--- config.mk ---
export PLATFORM = sky130hd
export DESIGN_NAME = nmea_rmc_time_extractor_core
export DESIGN_NICKNAME = d
export VERILOG_FILES = /design/src/sv/nrte_pkg.sv /design/src/sv/nmea_rmc_time_extractor_core.sv
export SDC_FILE = /design/constraint.sdc
export NUM_CORES = 1
export LEC_CHECK = 0
export ABC_AREA = 1
export BUFFER_PORTS_ARGS = -buffer_cell sky130_fd_sc_hd__buf_2
export CORE_ASPECT_RATIO = 2
export CORE_MARGIN = 5
export CORE_UTILIZATION = 65
export CTS_CLUSTER_DIAMETER = 30
export DETAILED_ROUTE_END_ITERATION = 8
export GPL_ROUTABILITY_DRIVEN = 0
export HOLD_SLACK_MARGIN = 0.05
export PLACE_DENSITY = 0.83
export SKIP_CTS_REPAIR_TIMING = 1
export SLEW_MARGIN = 5
export SYNTH_ARGS = -nofsm -noshare
export SYNTH_HDL_FRONTEND = slang
export SYNTH_SLANG_ARGS = --single-unit
--- constraint.sdc ---
create_clock -name clk -period 16.9 [get_ports clk]
set_clock_uncertainty 0.05 [all_clocks]
set_input_delay 3.38 -clock clk [delete_from_list [all_inputs] [get_ports clk]]
set_output_delay 3.38 -clock clk [all_outputs]
set_load 0.005 [all_outputs]
--- src/sv/nrte_pkg.sv ---
// Shared types, constants and calendar helpers for the RMC time extractor.
package nrte_pkg;

	localparam int unsigned CHUNK_BYTES  = 2048;
	localparam int unsigned CNT_W        = $clog2(CHUNK_BYTES + 1);
	localparam int unsigned DATE_BACKOFF = 10;
	localparam logic [11:0] OFFSET_MAX   = 12'd4095;
	localparam logic [11:0] YEAR_BASE    = 12'd2000;
	localparam logic [11:0] EPOCH_YEAR   = 12'd1970;

	localparam logic [1:0] REG_ZONE   = 2'd0;
	localparam logic [1:0] REG_DRIFT  = 2'd1;
	localparam logic [1:0] REG_MINLEN = 2'd2;

	typedef enum logic [2:0] {
		ST_NONE    = 3'd0,
		ST_NOSTAR  = 3'd1,
		ST_BADSTAT = 3'd2,
		ST_SYNC    = 3'd3,
		ST_SET     = 3'd4
	} status_t;

	typedef enum logic [3:0] {
		S_IDLE,
		S_MON,
		S_SEC,
		S_MIN,
		S_HR,
		S_BASE,
		S_WALK,
		S_MAC,
		S_CMP,
		S_DONE
	} state_t;

	// Digit character to 4-bit value, anything else to 15.
	function automatic logic [3:0] nib(input logic [7:0] c);
		return (c >= "0" && c <= "9") ? c[3:0] : 4'hF;
	endfunction

	// Expected character at each step of the "GPRMC" search.
	function automatic logic [7:0] pat_char(input logic [2:0] p);
		logic [7:0] r;
		case (p)
			3'd0:    r = "G";
			3'd1:    r = "P";
			3'd2:    r = "R";
			3'd3:    r = "M";
			default: r = "C";
		endcase
		return r;
	endfunction

	function automatic logic [6:0] pair_val(input logic [3:0] hi, input logic [3:0] lo);
		logic [6:0] r;
		if (hi > 4'd9)
			r = 7'd0;
		else if (lo > 4'd9)
			r = {3'b0, hi};
		else
			r = ({3'b0, hi} * 7'd10) + {3'b0, lo};
		return r;
	endfunction

	// Leap rule over the reachable years (1998..2110).
	function automatic logic is_leap(input logic [11:0] y);
		return (y[1:0] == 2'b00) && (y != 12'd2100);
	endfunction

	function automatic logic [4:0] dim(input logic [11:0] y, input logic [3:0] m);
		logic [4:0] r;
		case (m) inside
			4'd2:                    r = is_leap(y) ? 5'd29 : 5'd28;
			4'd4, 4'd6, 4'd9, 4'd11: r = 5'd30;
			default:                 r = 5'd31;
		endcase
		return r;
	endfunction

	// Days in the year before the first of month m.
	function automatic logic [8:0] cum_days(input logic [11:0] y, input logic [3:0] m);
		logic [8:0] r;
		case (m)
			4'd1:    r = 9'd0;
			4'd2:    r = 9'd31;
			4'd3:    r = 9'd59;
			4'd4:    r = 9'd90;
			4'd5:    r = 9'd120;
			4'd6:    r = 9'd151;
			4'd7:    r = 9'd181;
			4'd8:    r = 9'd212;
			4'd9:    r = 9'd243;
			4'd10:   r = 9'd273;
			4'd11:   r = 9'd304;
			default: r = 9'd334;
		endcase
		if (is_leap(y) && m > 4'd2)
			r = r + 9'd1;
		return r;
	endfunction

	// Day number of January 1 of year y, counted from the epoch.
	function automatic logic [16:0] jan1_days(input logic [11:0] y);
		logic [7:0] dy;
		logic [7:0] dl;
		logic [16:0] r;
		dy = 8'(y - EPOCH_YEAR);
		dl = 8'(y - (EPOCH_YEAR - 12'd1));
		r = (17'(dy) * 17'd365) + 17'(dl >> 2);
		if (y >= 12'd2101)
			r = r - 17'd1;
		return r;
	endfunction

endpackage

--- src/sv/nmea_rmc_time_extractor_core.sv ---
// RMC time extractor: byte scanner, calendar sequencer and result register.
//
//  channel | direction | handshake         | word
//  --------+-----------+-------------------+-----------------------------------------
//  in      | input     | in_valid/in_stall | req_type, data_byte, now_seconds
//  out     | output    | out_valid/out_stall| status, led_lit, local date/time, flags
//  cfg     | input     | APB psel/penable  | zone, drift limit, min length at 0/4/8
//
// A byte word is taken while the sequencer is idle. An end-of-chunk word
// starts the sequencer: the shared compare/subtract unit folds months,
// seconds, minutes and hours, then the one-day walk over the calendar covers
// the day count from the date (0 to 103). A chunk that fails the length,
// star or position check goes straight to the result state. in_stall stays
// high while the sequencer runs and while its result waits for the output
// register. The result word sits in that register; bytes keep flowing meanwhile.
// Reset clears all control state and loads the register defaults.
module nmea_rmc_time_extractor_core
	import nrte_pkg::*;
(
	input  logic        clk,
	input  logic        arst_n,
	input  logic        in_valid,
	output logic        in_stall,
	input  logic        req_type,
	input  logic [7:0]  data_byte,
	input  logic [31:0] now_seconds,
	output logic        out_valid,
	input  logic        out_stall,
	output logic [2:0]  status,
	output logic        led_lit,
	output logic [11:0] local_year,
	output logic [3:0]  local_month,
	output logic [4:0]  local_day,
	output logic [4:0]  local_hour,
	output logic [5:0]  local_minute,
	output logic [5:0]  local_second,
	output logic        set_clock,
	output logic        save_hw_clock,
	input  logic        psel,
	input  logic        penable,
	input  logic        pwrite,
	input  logic [3:0]  paddr,
	input  logic [31:0] pwdata,
	output logic [31:0] prdata,
	output logic        pready
);

	// configuration registers
	logic [3:0] zone_q;
	logic [7:0] drift_q;
	logic [7:0] minlen_q;

	// per-chunk scan state
	logic [2:0]       prog_q;
	logic             found_q;
	logic [11:0]      off_q;
	logic [23:0]      tdig_q;
	logic [7:0]       stchar_q;
	logic [3:0]       tail_q [DATE_BACKOFF];
	logic             star_q;
	logic             pos_ok_q;
	logic [23:0]      ddig_q;
	logic [CNT_W-1:0] cnt_q;
	logic             first_pend_q;

	// sequencer
	state_t state_q, state_d;
	logic [11:0] yr_q;
	logic [6:0]  mon_q;
	logic [3:0]  mo_q;
	logic [4:0]  day_q;
	logic [6:0]  dd_q;
	logic [6:0]  sec_q;
	logic [6:0]  min_q;
	logic [6:0]  hr_q;
	logic [2:0]  dadd_q;
	logic [6:0]  walk_q;
	logic [16:0] lt_q;
	logic [32:0] acc_q;
	logic [1:0]  mac_q;
	logic [31:0] now_q;
	status_t     cls_q;
	logic        led_q;
	logic        scok_q;

	// result register
	logic        out_valid_q;
	status_t     o_status_q;
	logic        o_led_q;
	logic [11:0] o_year_q;
	logic [3:0]  o_month_q;
	logic [4:0]  o_day_q;
	logic [4:0]  o_hour_q;
	logic [5:0]  o_min_q;
	logic [5:0]  o_sec_q;
	logic        o_set_q;
	logic        o_save_q;

	logic in_acc, byte_acc, eoc_acc, cfg_wr, out_load;
	logic [3:0] b_nib;

	assign in_stall = (state_q != S_IDLE);
	assign in_acc   = in_valid && !in_stall;
	assign byte_acc = in_acc && !req_type && (cnt_q < CNT_W'(CHUNK_BYTES));
	assign eoc_acc  = in_acc && req_type;
	assign b_nib    = nib(data_byte);

	// ---------------- configuration port ----------------
	assign pready = 1'b1;
	assign cfg_wr = psel && penable && pwrite && pready;

	always_comb begin
		unique case (paddr[3:2])
			REG_ZONE:   prdata = {28'b0, zone_q};
			REG_DRIFT:  prdata = {24'b0, drift_q};
			REG_MINLEN: prdata = {24'b0, minlen_q};
			default:    prdata = 32'b0;
		endcase
	end

	always_ff @(posedge clk or negedge arst_n) begin
		if (!arst_n) begin
			zone_q   <= 4'd8;
			drift_q  <= 8'd2;
			minlen_q <= 8'd68;
		end else if (cfg_wr) begin
			unique case (paddr[3:2])
				REG_ZONE:   zone_q   <= pwdata[3:0];
				REG_DRIFT:  drift_q  <= pwdata[7:0];
				REG_MINLEN: minlen_q <= pwdata[7:0];
				default: ;
			endcase
		end
	end

	// ---------------- byte scanner ----------------
	// Before the match every byte enters the tail window; after it, bytes up
	// to the first star do. The window keeps digit values, with 15 for any other character.
	always_ff @(posedge clk or negedge arst_n) begin
		if (!arst_n) begin
			prog_q   <= 3'd0;
			found_q  <= 1'b0;
			off_q    <= 12'd0;
			tdig_q   <= 24'd0;
			stchar_q <= 8'd0;
			star_q   <= 1'b0;
			pos_ok_q <= 1'b0;
			ddig_q   <= 24'd0;
			cnt_q    <= '0;
			for (int i = 0; i < DATE_BACKOFF; i++)
				tail_q[i] <= 4'd0;
		end else if (eoc_acc) begin
			prog_q   <= 3'd0;
			found_q  <= 1'b0;
			off_q    <= 12'd0;
			tdig_q   <= 24'd0;
			stchar_q <= 8'd0;
			star_q   <= 1'b0;
			pos_ok_q <= 1'b0;
			ddig_q   <= 24'd0;
			cnt_q    <= '0;
			for (int i = 0; i < DATE_BACKOFF; i++)
				tail_q[i] <= 4'd0;
		end else if (byte_acc) begin
			cnt_q <= cnt_q + CNT_W'(1);
			if (!found_q) begin
				for (int i = 0; i < DATE_BACKOFF - 1; i++)
					tail_q[i] <= tail_q[i+1];
				tail_q[DATE_BACKOFF-1] <= b_nib;
				if (data_byte == pat_char(prog_q)) begin
					if (prog_q == 3'd4) begin
						found_q <= 1'b1;
						prog_q  <= 3'd0;
						off_q   <= 12'd5;
					end else begin
						prog_q <= prog_q + 3'd1;
					end
				end else begin
					prog_q <= (data_byte == "G") ? 3'd1 : 3'd0;
				end
			end else begin
				if (!star_q) begin
					if (data_byte == "*") begin
						star_q   <= 1'b1;
						pos_ok_q <= (off_q >= 12'(DATE_BACKOFF + 1));
						ddig_q   <= {tail_q[0], tail_q[1], tail_q[2],
						             tail_q[3], tail_q[4], tail_q[5]};
					end else begin
						for (int i = 0; i < DATE_BACKOFF - 1; i++)
							tail_q[i] <= tail_q[i+1];
						tail_q[DATE_BACKOFF-1] <= b_nib;
					end
				end
				for (int k = 0; k < 6; k++) begin
					if (off_q == 12'(6 + k))
						tdig_q[23-4*k -: 4] <= b_nib;
				end
				if (off_q == 12'd16)
					stchar_q <= data_byte;
				if (off_q < OFFSET_MAX)
					off_q <= off_q + 12'd1;
			end
		end
	end

	// ---------------- shared compare/subtract unit ----------------
	logic [6:0] su_a, su_k, su_d;
	logic       su_ge;

	always_comb begin
		unique case (state_q)
			S_SEC:   begin su_a = sec_q; su_k = 7'd60; end
			S_MIN:   begin su_a = min_q; su_k = 7'd60; end
			S_HR:    begin su_a = hr_q;  su_k = 7'd24; end
			default: begin su_a = mon_q; su_k = 7'd12; end
		endcase
		su_ge = (su_a >= su_k);
		su_d  = su_a - su_k;
	end

	// multiply-accumulate for the epoch seconds: day*24+h, *60+m, *60+s
	logic [5:0] mac_k;
	logic [6:0] mac_v;
	always_comb begin
		case (mac_q)
			2'd0:    begin mac_k = 6'd24; mac_v = hr_q;  end
			2'd1:    begin mac_k = 6'd60; mac_v = min_q; end
			default: begin mac_k = 6'd60; mac_v = sec_q; end
		endcase
	end

	// drift compare
	logic signed [34:0] diff;
	logic [34:0]        diff_mag;
	logic               drift_hit;
	assign diff      = $signed({3'b0, now_q}) - $signed({2'b0, acc_q});
	assign diff_mag  = diff[34] ? 35'(-diff) : 35'(diff);
	assign drift_hit = (diff_mag >= 35'(drift_q));

	// pairs at the end of a chunk
	logic [6:0] p_dd, p_mo, p_yy, p_hh, p_mi, p_ss;
	assign p_dd = pair_val(ddig_q[23:20], ddig_q[19:16]);
	assign p_mo = pair_val(ddig_q[15:12], ddig_q[11:8]);
	assign p_yy = pair_val(ddig_q[7:4],   ddig_q[3:0]);
	assign p_hh = pair_val(tdig_q[23:20], tdig_q[19:16]);
	assign p_mi = pair_val(tdig_q[15:12], tdig_q[11:8]);
	assign p_ss = pair_val(tdig_q[7:4],   tdig_q[3:0]);

	logic       len_ok;
	logic [3:0] m1;
	logic [4:0] cur_dim;
	assign len_ok  = found_q && (off_q >= {4'b0, minlen_q});
	assign m1      = mon_q[3:0] + 4'd1;
	assign cur_dim = dim(yr_q, mo_q);
	assign out_load = (state_q == S_DONE) && (!out_valid_q || !out_stall);

	// ---------------- next state ----------------
	always_comb begin
		state_d = state_q;
		unique case (state_q)
			S_IDLE: begin
				if (eoc_acc)
					state_d = (len_ok && star_q && pos_ok_q) ? S_MON : S_DONE;
			end
			S_MON:  if (!su_ge) state_d = S_SEC;
			S_SEC:  if (!su_ge) state_d = S_MIN;
			S_MIN:  if (!su_ge) state_d = S_HR;
			S_HR:   if (!su_ge) state_d = S_BASE;
			S_BASE: state_d = S_WALK;
			S_WALK: if (walk_q == 7'd0) state_d = S_MAC;
			S_MAC:  if (mac_q == 2'd2) state_d = S_CMP;
			S_CMP:  state_d = S_DONE;
			S_DONE: if (out_load) state_d = S_IDLE;
			default: state_d = S_IDLE;
		endcase
	end

	always_ff @(posedge clk or negedge arst_n) begin
		if (!arst_n)
			state_q <= S_IDLE;
		else
			state_q <= state_d;
	end

	// ---------------- sequencer datapath ----------------
	always_ff @(posedge clk) begin
		unique case (state_q)
			S_IDLE: begin
				if (eoc_acc) begin
					now_q  <= now_seconds;
					led_q  <= len_ok;
					scok_q <= (stchar_q == "A") || (stchar_q == "V");
					cls_q  <= !len_ok ? ST_NONE : ST_NOSTAR;
					dd_q   <= p_dd;
					sec_q  <= p_ss;
					min_q  <= p_mi;
					hr_q   <= p_hh + {3'b0, zone_q};
					dadd_q <= 3'd0;
					mac_q  <= 2'd0;
					// month zero means December of the year before
					if (p_mo == 7'd0) begin
						yr_q  <= YEAR_BASE + 12'(p_yy) - 12'd1;
						mon_q <= 7'd11;
					end else begin
						yr_q  <= YEAR_BASE + 12'(p_yy);
						mon_q <= p_mo - 7'd1;
					end
				end
			end
			S_MON: begin
				if (su_ge) begin
					mon_q <= su_d;
					yr_q  <= yr_q + 12'd1;
				end
			end
			S_SEC: begin
				if (su_ge) begin
					sec_q <= su_d;
					min_q <= min_q + 7'd1;
				end
			end
			S_MIN: begin
				if (su_ge) begin
					min_q <= su_d;
					hr_q  <= hr_q + 7'd1;
				end
			end
			S_HR: begin
				if (su_ge) begin
					hr_q   <= su_d;
					dadd_q <= dadd_q + 3'd1;
				end
			end
			S_BASE: begin
				// start one day before the first of the month, then walk forward
				lt_q <= jan1_days(yr_q) + 17'(cum_days(yr_q, m1)) - 17'd1
				        + 17'(dd_q) + 17'(dadd_q);
				walk_q <= dd_q + 7'(dadd_q);
				if (m1 == 4'd1) begin
					yr_q  <= yr_q - 12'd1;
					mo_q  <= 4'd12;
					day_q <= 5'd31;
				end else begin
					mo_q  <= m1 - 4'd1;
					day_q <= dim(yr_q, m1 - 4'd1);
				end
			end
			S_WALK: begin
				if (walk_q == 7'd0) begin
					acc_q <= 33'(lt_q);
				end else begin
					walk_q <= walk_q - 7'd1;
					if (day_q == cur_dim) begin
						day_q <= 5'd1;
						if (mo_q == 4'd12) begin
							mo_q <= 4'd1;
							yr_q <= yr_q + 12'd1;
						end else begin
							mo_q <= mo_q + 4'd1;
						end
					end else begin
						day_q <= day_q + 5'd1;
					end
				end
			end
			S_MAC: begin
				acc_q <= 33'(acc_q * {27'b0, mac_k}) + 33'(mac_v);
				mac_q <= mac_q + 2'd1;
			end
			S_CMP: begin
				if (!scok_q)
					cls_q <= ST_BADSTAT;
				else if (drift_hit)
					cls_q <= ST_SET;
				else
					cls_q <= ST_SYNC;
			end
			S_DONE: ;
			default: ;
		endcase
	end

	// ---------------- result register ----------------
	logic res_time, res_set;
	assign res_time = (cls_q != ST_NONE) && (cls_q != ST_NOSTAR);
	assign res_set  = (cls_q == ST_SET);

	always_ff @(posedge clk or negedge arst_n) begin
		if (!arst_n) begin
			out_valid_q  <= 1'b0;
			first_pend_q <= 1'b1;
		end else if (out_load) begin
			out_valid_q <= 1'b1;
			if (res_set)
				first_pend_q <= 1'b0;
		end else if (!out_stall) begin
			out_valid_q <= 1'b0;
		end
	end

	always_ff @(posedge clk) begin
		if (out_load) begin
			o_status_q <= cls_q;
			o_led_q    <= led_q;
			o_year_q   <= res_time ? yr_q : 12'd0;
			o_month_q  <= res_time ? mo_q : 4'd0;
			o_day_q    <= res_time ? day_q : 5'd0;
			o_hour_q   <= res_time ? hr_q[4:0] : 5'd0;
			o_min_q    <= res_time ? min_q[5:0] : 6'd0;
			o_sec_q    <= res_time ? sec_q[5:0] : 6'd0;
			o_set_q    <= res_set;
			o_save_q   <= res_set && first_pend_q;
		end
	end

	assign out_valid     = out_valid_q;
	assign status        = o_status_q;
	assign led_lit       = o_led_q;
	assign local_year    = o_year_q;
	assign local_month   = o_month_q;
	assign local_day     = o_day_q;
	assign local_hour    = o_hour_q;
	assign local_minute  = o_min_q;
	assign local_second  = o_sec_q;
	assign set_clock     = o_set_q;
	assign save_hw_clock = o_save_q;

	// ---------------- assertions ----------------
	a_set_matches_status: assert property (@(posedge clk) disable iff (!arst_n)
		out_valid |-> (set_clock == (status == ST_SET)))
		else $error("set_clock disagrees with status");

	a_save_needs_set: assert property (@(posedge clk) disable iff (!arst_n)
		(out_valid && save_hw_clock) |-> set_clock)
		else $error("hardware-clock save without clock set");

	a_eoc_blocks_input: assert property (@(posedge clk) disable iff (!arst_n)
		eoc_acc |=> in_stall)
		else $error("input taken while chunk is evaluated");

	a_save_once: assert property (@(posedge clk) disable iff (!arst_n)
		(out_valid && save_hw_clock) |-> !first_pend_q)
		else $error("first-set flag still pending after save");

endmodule
==> metrics.md, run 1 <==
| Metric | Value |
|---|---|
| CTS Buffer Depth | 3 |
| Initial antenna violation count | 7 |
| TritonCTS Buffers | 55 |
| Max-cap violations | 0 |
| Critical path class | register to register |
| CTS HTree Levels | 2 |
| Final min period | around 8000 ps |
| Max Slew Vio Count | 0 |
| CTS sink count | 351 |
| Pre-Repair DR Iteration Count | 6 |
| Most frequent cells after synthesis | 782 x nand2_1, 657 x inv_1, 394 x nor2_1 |
| GRT Overall Usage | 0.340 |
| Worst R2R End | lt_q[16] |
| Sequential share of the synthesized area | 0.324 |
| Starting DRT DRC Count | 2119 |
| Largest net degree at the start of global routing | between 80 and 90 |
| Worst Max-Slew Pin Slew | roughly 1200 ps |
| F_max | 128 MHz |
| Vias in the first global route | 27300 |
| Distinct cells, synth | 69 |
| WP data arrival | ~8000 ps |
| CP Capture Type | register |
| Post-synth EDFFs | 199 |
| Die area | 51200 µm² |
| Initial Utilization | 0.658 |
| Core area | 46000 µm² |
| Met3 Use GR | 0.0910 |
| Post-route DRC | 0 |
| Share of layout cells above drive strength 1 | 0.0844 |
| Final wirelength | 86600 µm |
| IO Port Bufs | about 110 |
| Worst r2r path cells | 30 |
| RSZ-0062 raised after global routing | false |
| FF-to-FF setup slack | 9090 ps |
| Root Buffer | clkbuf_16 |
| Die Width | 163 µm |
| Mapped Cells | 3829 |
| Area post-placement | 31400 µm² |
| Syn avg cell area | 7.90 µm² |
| Finished layout cell area | around 33000 µm² |
| Crit path max fanout | 12 |
| Status | complete, no violations |
| WP data required | 17210 ps |
| Area growth, synth to finish | 10.2% |
| Yosys warns | 0 |
| Vias | 26700 |
| HPWL Detailed | between 60000 and 70000 µm |
| Hold Crit Endpoint | led_lit |
| Setup violation total in the final timing report | 0 |
| Slowest cell on crit path | o41ai_1 |
| Routed Antenna Nets | 0 |
| Ys async rst share | 0.433 |
| Hold Path Stages | 0 |
| Rows | 111 |
| # IOs | 163 |
| Most common cell in the netlist | nand2_1 |
| R2R Path Start | yr_q[1] |
| Clock latency on the worst-skew pair | about 610 ps |
| Busiest grt layer | met2 |
| Die H | approximately 320 µm |
| Post-Route Setup TNS | 0 ps |
| Synth Register Bits | 351 |
| DR WL/cell | 18.7 µm |
| Hold crit path type | register to register |
| Fin crit share | 0.462 |
| Met1 track demand over resource | 0.313 |
| Cell repeated most along the worst path | inv_1 |
| Yosys top cell area share | 0.198 |
| Largest area contributor in the netlist | edfxtp_1 |
| GR Util met2 | 0.601 |
| Vias per cell | 5.77 |
| Hold Fails Final Rpt | 0 |
| Top_reg_cell synth | edfxtp_1 |
| Gr ovfl total | 0 |
| Post-Synthesis Cell Area | 30200 µm² |
| TritonCTS clock tree | built |
| Clock slew at reported path FFs | 60 ps |
| Synth area leaders | edfxtp_1 20%, ha_1 14%, dfrtp_1 12% |
| Worst rel slew slack | 0.204 |
| Final #Nets | around 4500 |
| Hold Startpoint | led_q |
| First-pass GRT wire length | 137000 µm |
| Slowest cell delay on critical path | 570 ps |
| CP startpoint kind | register |
worst max path at each step:
stage	startpoint	end	slack, ps	cells after the start
floorplan	paddr[2]	prdata[1]	9630	4
global placement	yr_q[1]	lt_q[16]	9190	31
detailed placement	yr_q[1]	lt_q[16]	9130	31
CTS	yr_q[1]	lt_q[16]	9090	29
global route	yr_q[1]	lt_q[16]	8450	31
finish	yr_q[1]	lt_q[16]	9090	30
layout make-up:
type / instances / area (µm²)
repair buffers: 127 / 682
clock inverters: 42 / 493
inverters: 673 / 2530
well taps: 621 / 777
flip-flops and latches: 351 / 9790
multi-input cells: 2752 / 17600
diodes: 3 / 7.51
clock buffers: 61 / 1400
fillers: 3470 / 12700
through the flow:
step | utilization | worst slack (ps) | cells | hold slack, ps
5_1_grt | 0.725 | 8450 | 4627 | 419
6_report | 0.725 | 9090 | 4630 | 402
3_5_place_dp | 0.683 | 9130 | 4524 | 386
4_1_cts | 0.725 | 9090 | 4627 | 402
2_1_floorplan | - | 9630 | 3852 | 350
3_3_place_gp | 0.683 | 9190 | 4524 | 354
sequential cells by signal, summed over array words and instances, names as in the netlist, 17 cells and up:
signal / cells
acc_q: 33
ddig_q: 24
lt_q: 17
now_q: 32
tail_q: 40
tdig_q: 24
logic make-up (layout without fill, tap and decap cells):
family	Yosys count	count (layout)	share of synthesized area
and+or+nand+nor	1558	1558	0.219
AOI/OAI and AO/OA	593	593	0.113
muxes	2	2	0.000662
buffers and inverters	749	903	0.0968
other	2	28	0.000248
xor gates and xnor gates	137	137	0.0397
adders and majority gates	437	437	0.207
DFF	351	351	0.324
layout by cell type (no fill, tap or decap), drive strengths merged, types with 32 or more instances in the layout:
cell and instances:
ha 332, dfrtp 147, nor3 53, xor2 101, a21oi 190, nand2 811
xnor2 36, nand3 192, fa 105, nor2 419, edfxtp 199, buf 127
clkinv 32, o21ai 239, clkbuf 61, inv 676
layer usage:
| layer | part of all wire | up-vias |
|---|---|---|
| met5 | 0.00097 | - |
| met4 | 0.11 | 10 |
| met3 | 0.074 | 501 |
| met2 | 0.50 | 1028 |
| met1 | 0.32 | 12400 |
| li1 | - | 12700 |
worst max-delay path: cells and delay by family, from the launching register on:
kind | cells | cell delay [ps]
compound gates | 4 | 1050
xor+xnor | 3 | 890
fa+ha+maj | 9 | 3450
buf+inv | 7 | 820
flops | 1 | 490
simple gates | 7 | 820
Power of run 1 is left out: the tool's default activity adds up to more than one toggle a clock period on the data nets, which glitch-free logic cannot reach.
==> run 2: changes to the inputs <==
--- a/config.mk
+++ b/config.mk
@@ -9,12 +9,12 @@
 export BUFFER_PORTS_ARGS = -buffer_cell sky130_fd_sc_hd__buf_2
 export CORE_ASPECT_RATIO = 2
 export CORE_MARGIN = 5
-export CORE_UTILIZATION = 65
+export CORE_UTILIZATION = 63
 export CTS_CLUSTER_DIAMETER = 30
 export DETAILED_ROUTE_END_ITERATION = 8
 export GPL_ROUTABILITY_DRIVEN = 0
 export HOLD_SLACK_MARGIN = 0.05
-export PLACE_DENSITY = 0.83
+export PLACE_DENSITY = 0.81
 export SKIP_CTS_REPAIR_TIMING = 1
 export SLEW_MARGIN = 5
 export SYNTH_ARGS = -nofsm -noshare
==> constraint.sdc (replaced) <==
create_clock -name clk -period 7.2 [get_ports clk]
set_clock_uncertainty 0.05 [all_clocks]
set_input_delay 1.44 -clock clk [delete_from_list [all_inputs] [get_ports clk]]
set_output_delay 1.44 -clock clk [all_outputs]
set_load 0.005 [all_outputs]
==> metrics.md, run 2 (synthesized netlist as in run 1, its figures left out) <==
| Metric | Value |
|---|---|
| Cell repeated most along the worst path | ha_1 |
| Initial antenna violation count | 4 |
| Setup violation total in the final timing report | 0 |
| Post-Route Setup TNS | 0 ps |
| First-pass GRT wire length | between 100000 and 150000 µm |
| Leading cell types in the layout, fill and taps excluded | 781 x nand2_1, 654 x inv_1, 390 x nor2_1, 317 x ha_1, 221 x o21ai_0 |
| TritonCTS clock tree | built |
| CTS HTree Levels | 2 |
| Final #Nets | 4501 |
| Largest Register | tail_q |
| IO Port Bufs | 111 |
| Max-cap violations | 0 |
| Starting DRT DRC Count | 2393 |
| Routed Antenna Nets | 0 |
| F_max | 144 MHz |
| WP data arrival | 7250 ps |
| Largest net degree at the start of global routing | 90 |
| Die Width | between 150 and 200 µm |
| Vias per cell | 5.82 |
| Slowest cell on crit path | fa_1 |
| WP data required | ~7500 ps |
| Vias | 27100 |
| DR WL/cell | 19.2 µm |
| TritonCTS Buffers | 52 |
| Hold Path Stages | 0 |
| Vias in the first global route | 27600 |
| GRT Overall Usage | 0.339 |
| Initial Utilization | 0.637 |
| WP buf/inv | 6 |
| Die H | roughly 320 µm |
| CP delay by family, top | adder cells |
| Max FFs per register | 40 |
| # IOs | 163 |
| Biggest regs | tail_q (40), acc_q (33), now_q (32) |
| HPWL Detailed | a little under 70000 µm |
| Final min period | 6940 ps |
| Share of layout cells above drive strength 1 | 0.0994 |
| CP Capture Type | register |
| Clock slew at reported path FFs | 60 ps |
| Commonest non-fill, non-tap cell in the layout | nand2_1 |
| Max Slew Vio Count | 0 |
| Core area | 47500 µm² |
| Worst Max-Slew Pin Slew | about 1400 ps |
| Stages on the worst setup path | 34 |
| CP startpoint kind | register |
| Area post-placement | 31600 µm² |
| Worst rel slew slack | 0.0447 |
| Root Buffer | clkbuf_16 |
| Post-route DRC | 0 |
| Fin crit share | 0.963 |
| Hold crit path type | register to register |
| Status | complete, no violations |
| CTS Buffer Depth | 3 |
| Hold Fails Final Rpt | 0 |
| Finished layout cell area | between 30000 and 40000 µm² |
| CTS sink count | roughly 350 |
| Rows | 113 |
| Clock latency on the worst-skew pair | 620 ps |
| Final wirelength | just under 90000 µm |
| Area growth, synth to finish | 11.4% |
| Slowest cell delay on critical path | between 500 and 600 ps |
| Worst r2r path cells | 34 |
| Crit path max fanout | 4 |
| Die area | 52800 µm² |
| Gr ovfl total | 0 |
| Critical path class | register to register |
| Pre-Repair DR Iteration Count | 7 |
run 2: worst paths after layout:
path / endpoint / slack [ps] / from
max: lt_q[16] / 260 / yr_q[1]
min: led_lit / 370 / led_q
max reg2reg: lt_q[16] / 260 / yr_q[1]
min reg2reg: led_lit / 370 / led_q
max in group asynchronous: state_q[0] / 4910 / arst_n
min in group asynchronous: prog_q[1] / 850 / arst_n
run 2: final cells by class:
| cell class | count | area, µm² |
|---|---|---|
| multi-input cells | 2752 | 17900 |
| fillers | 3738 | 13800 |
| flip-flops and latches | 351 | 9790 |
| inverters | 673 | 2530 |
| clock buffers | 58 | 1370 |
| repair buffers | 150 | 855 |
| well taps | 632 | 791 |
| clock inverters | 39 | 438 |
| diodes | 3 | 7.51 |
run 2: metrics by stage:
| stage | hold WS, ps | std cells | setup slack [ps] | utilization |
|---|---|---|---|---|
| 6_report | 373 | 4658 | 263 | 0.709 |
| 5_1_grt | 382 | 4655 | -124 | 0.709 |
| 4_1_cts | 377 | 4649 | -11.0 | 0.702 |
| 3_5_place_dp | 365 | 4552 | 44.1 | 0.664 |
| 3_3_place_gp | 354 | 4552 | 150 | 0.664 |
| 2_1_floorplan | 350 | 3852 | 366 | - |
run 2: per-layer routing:
metal	global-route usage	routed length [µm]	vias up
met3	0.0938	7150	513
met1	0.317	27800	12600
li1	-	-	12800
met4	0.294	10000	0
met2	0.592	44500	1160
met5	0	0	-
Power of run 2 is left out for the same reason.
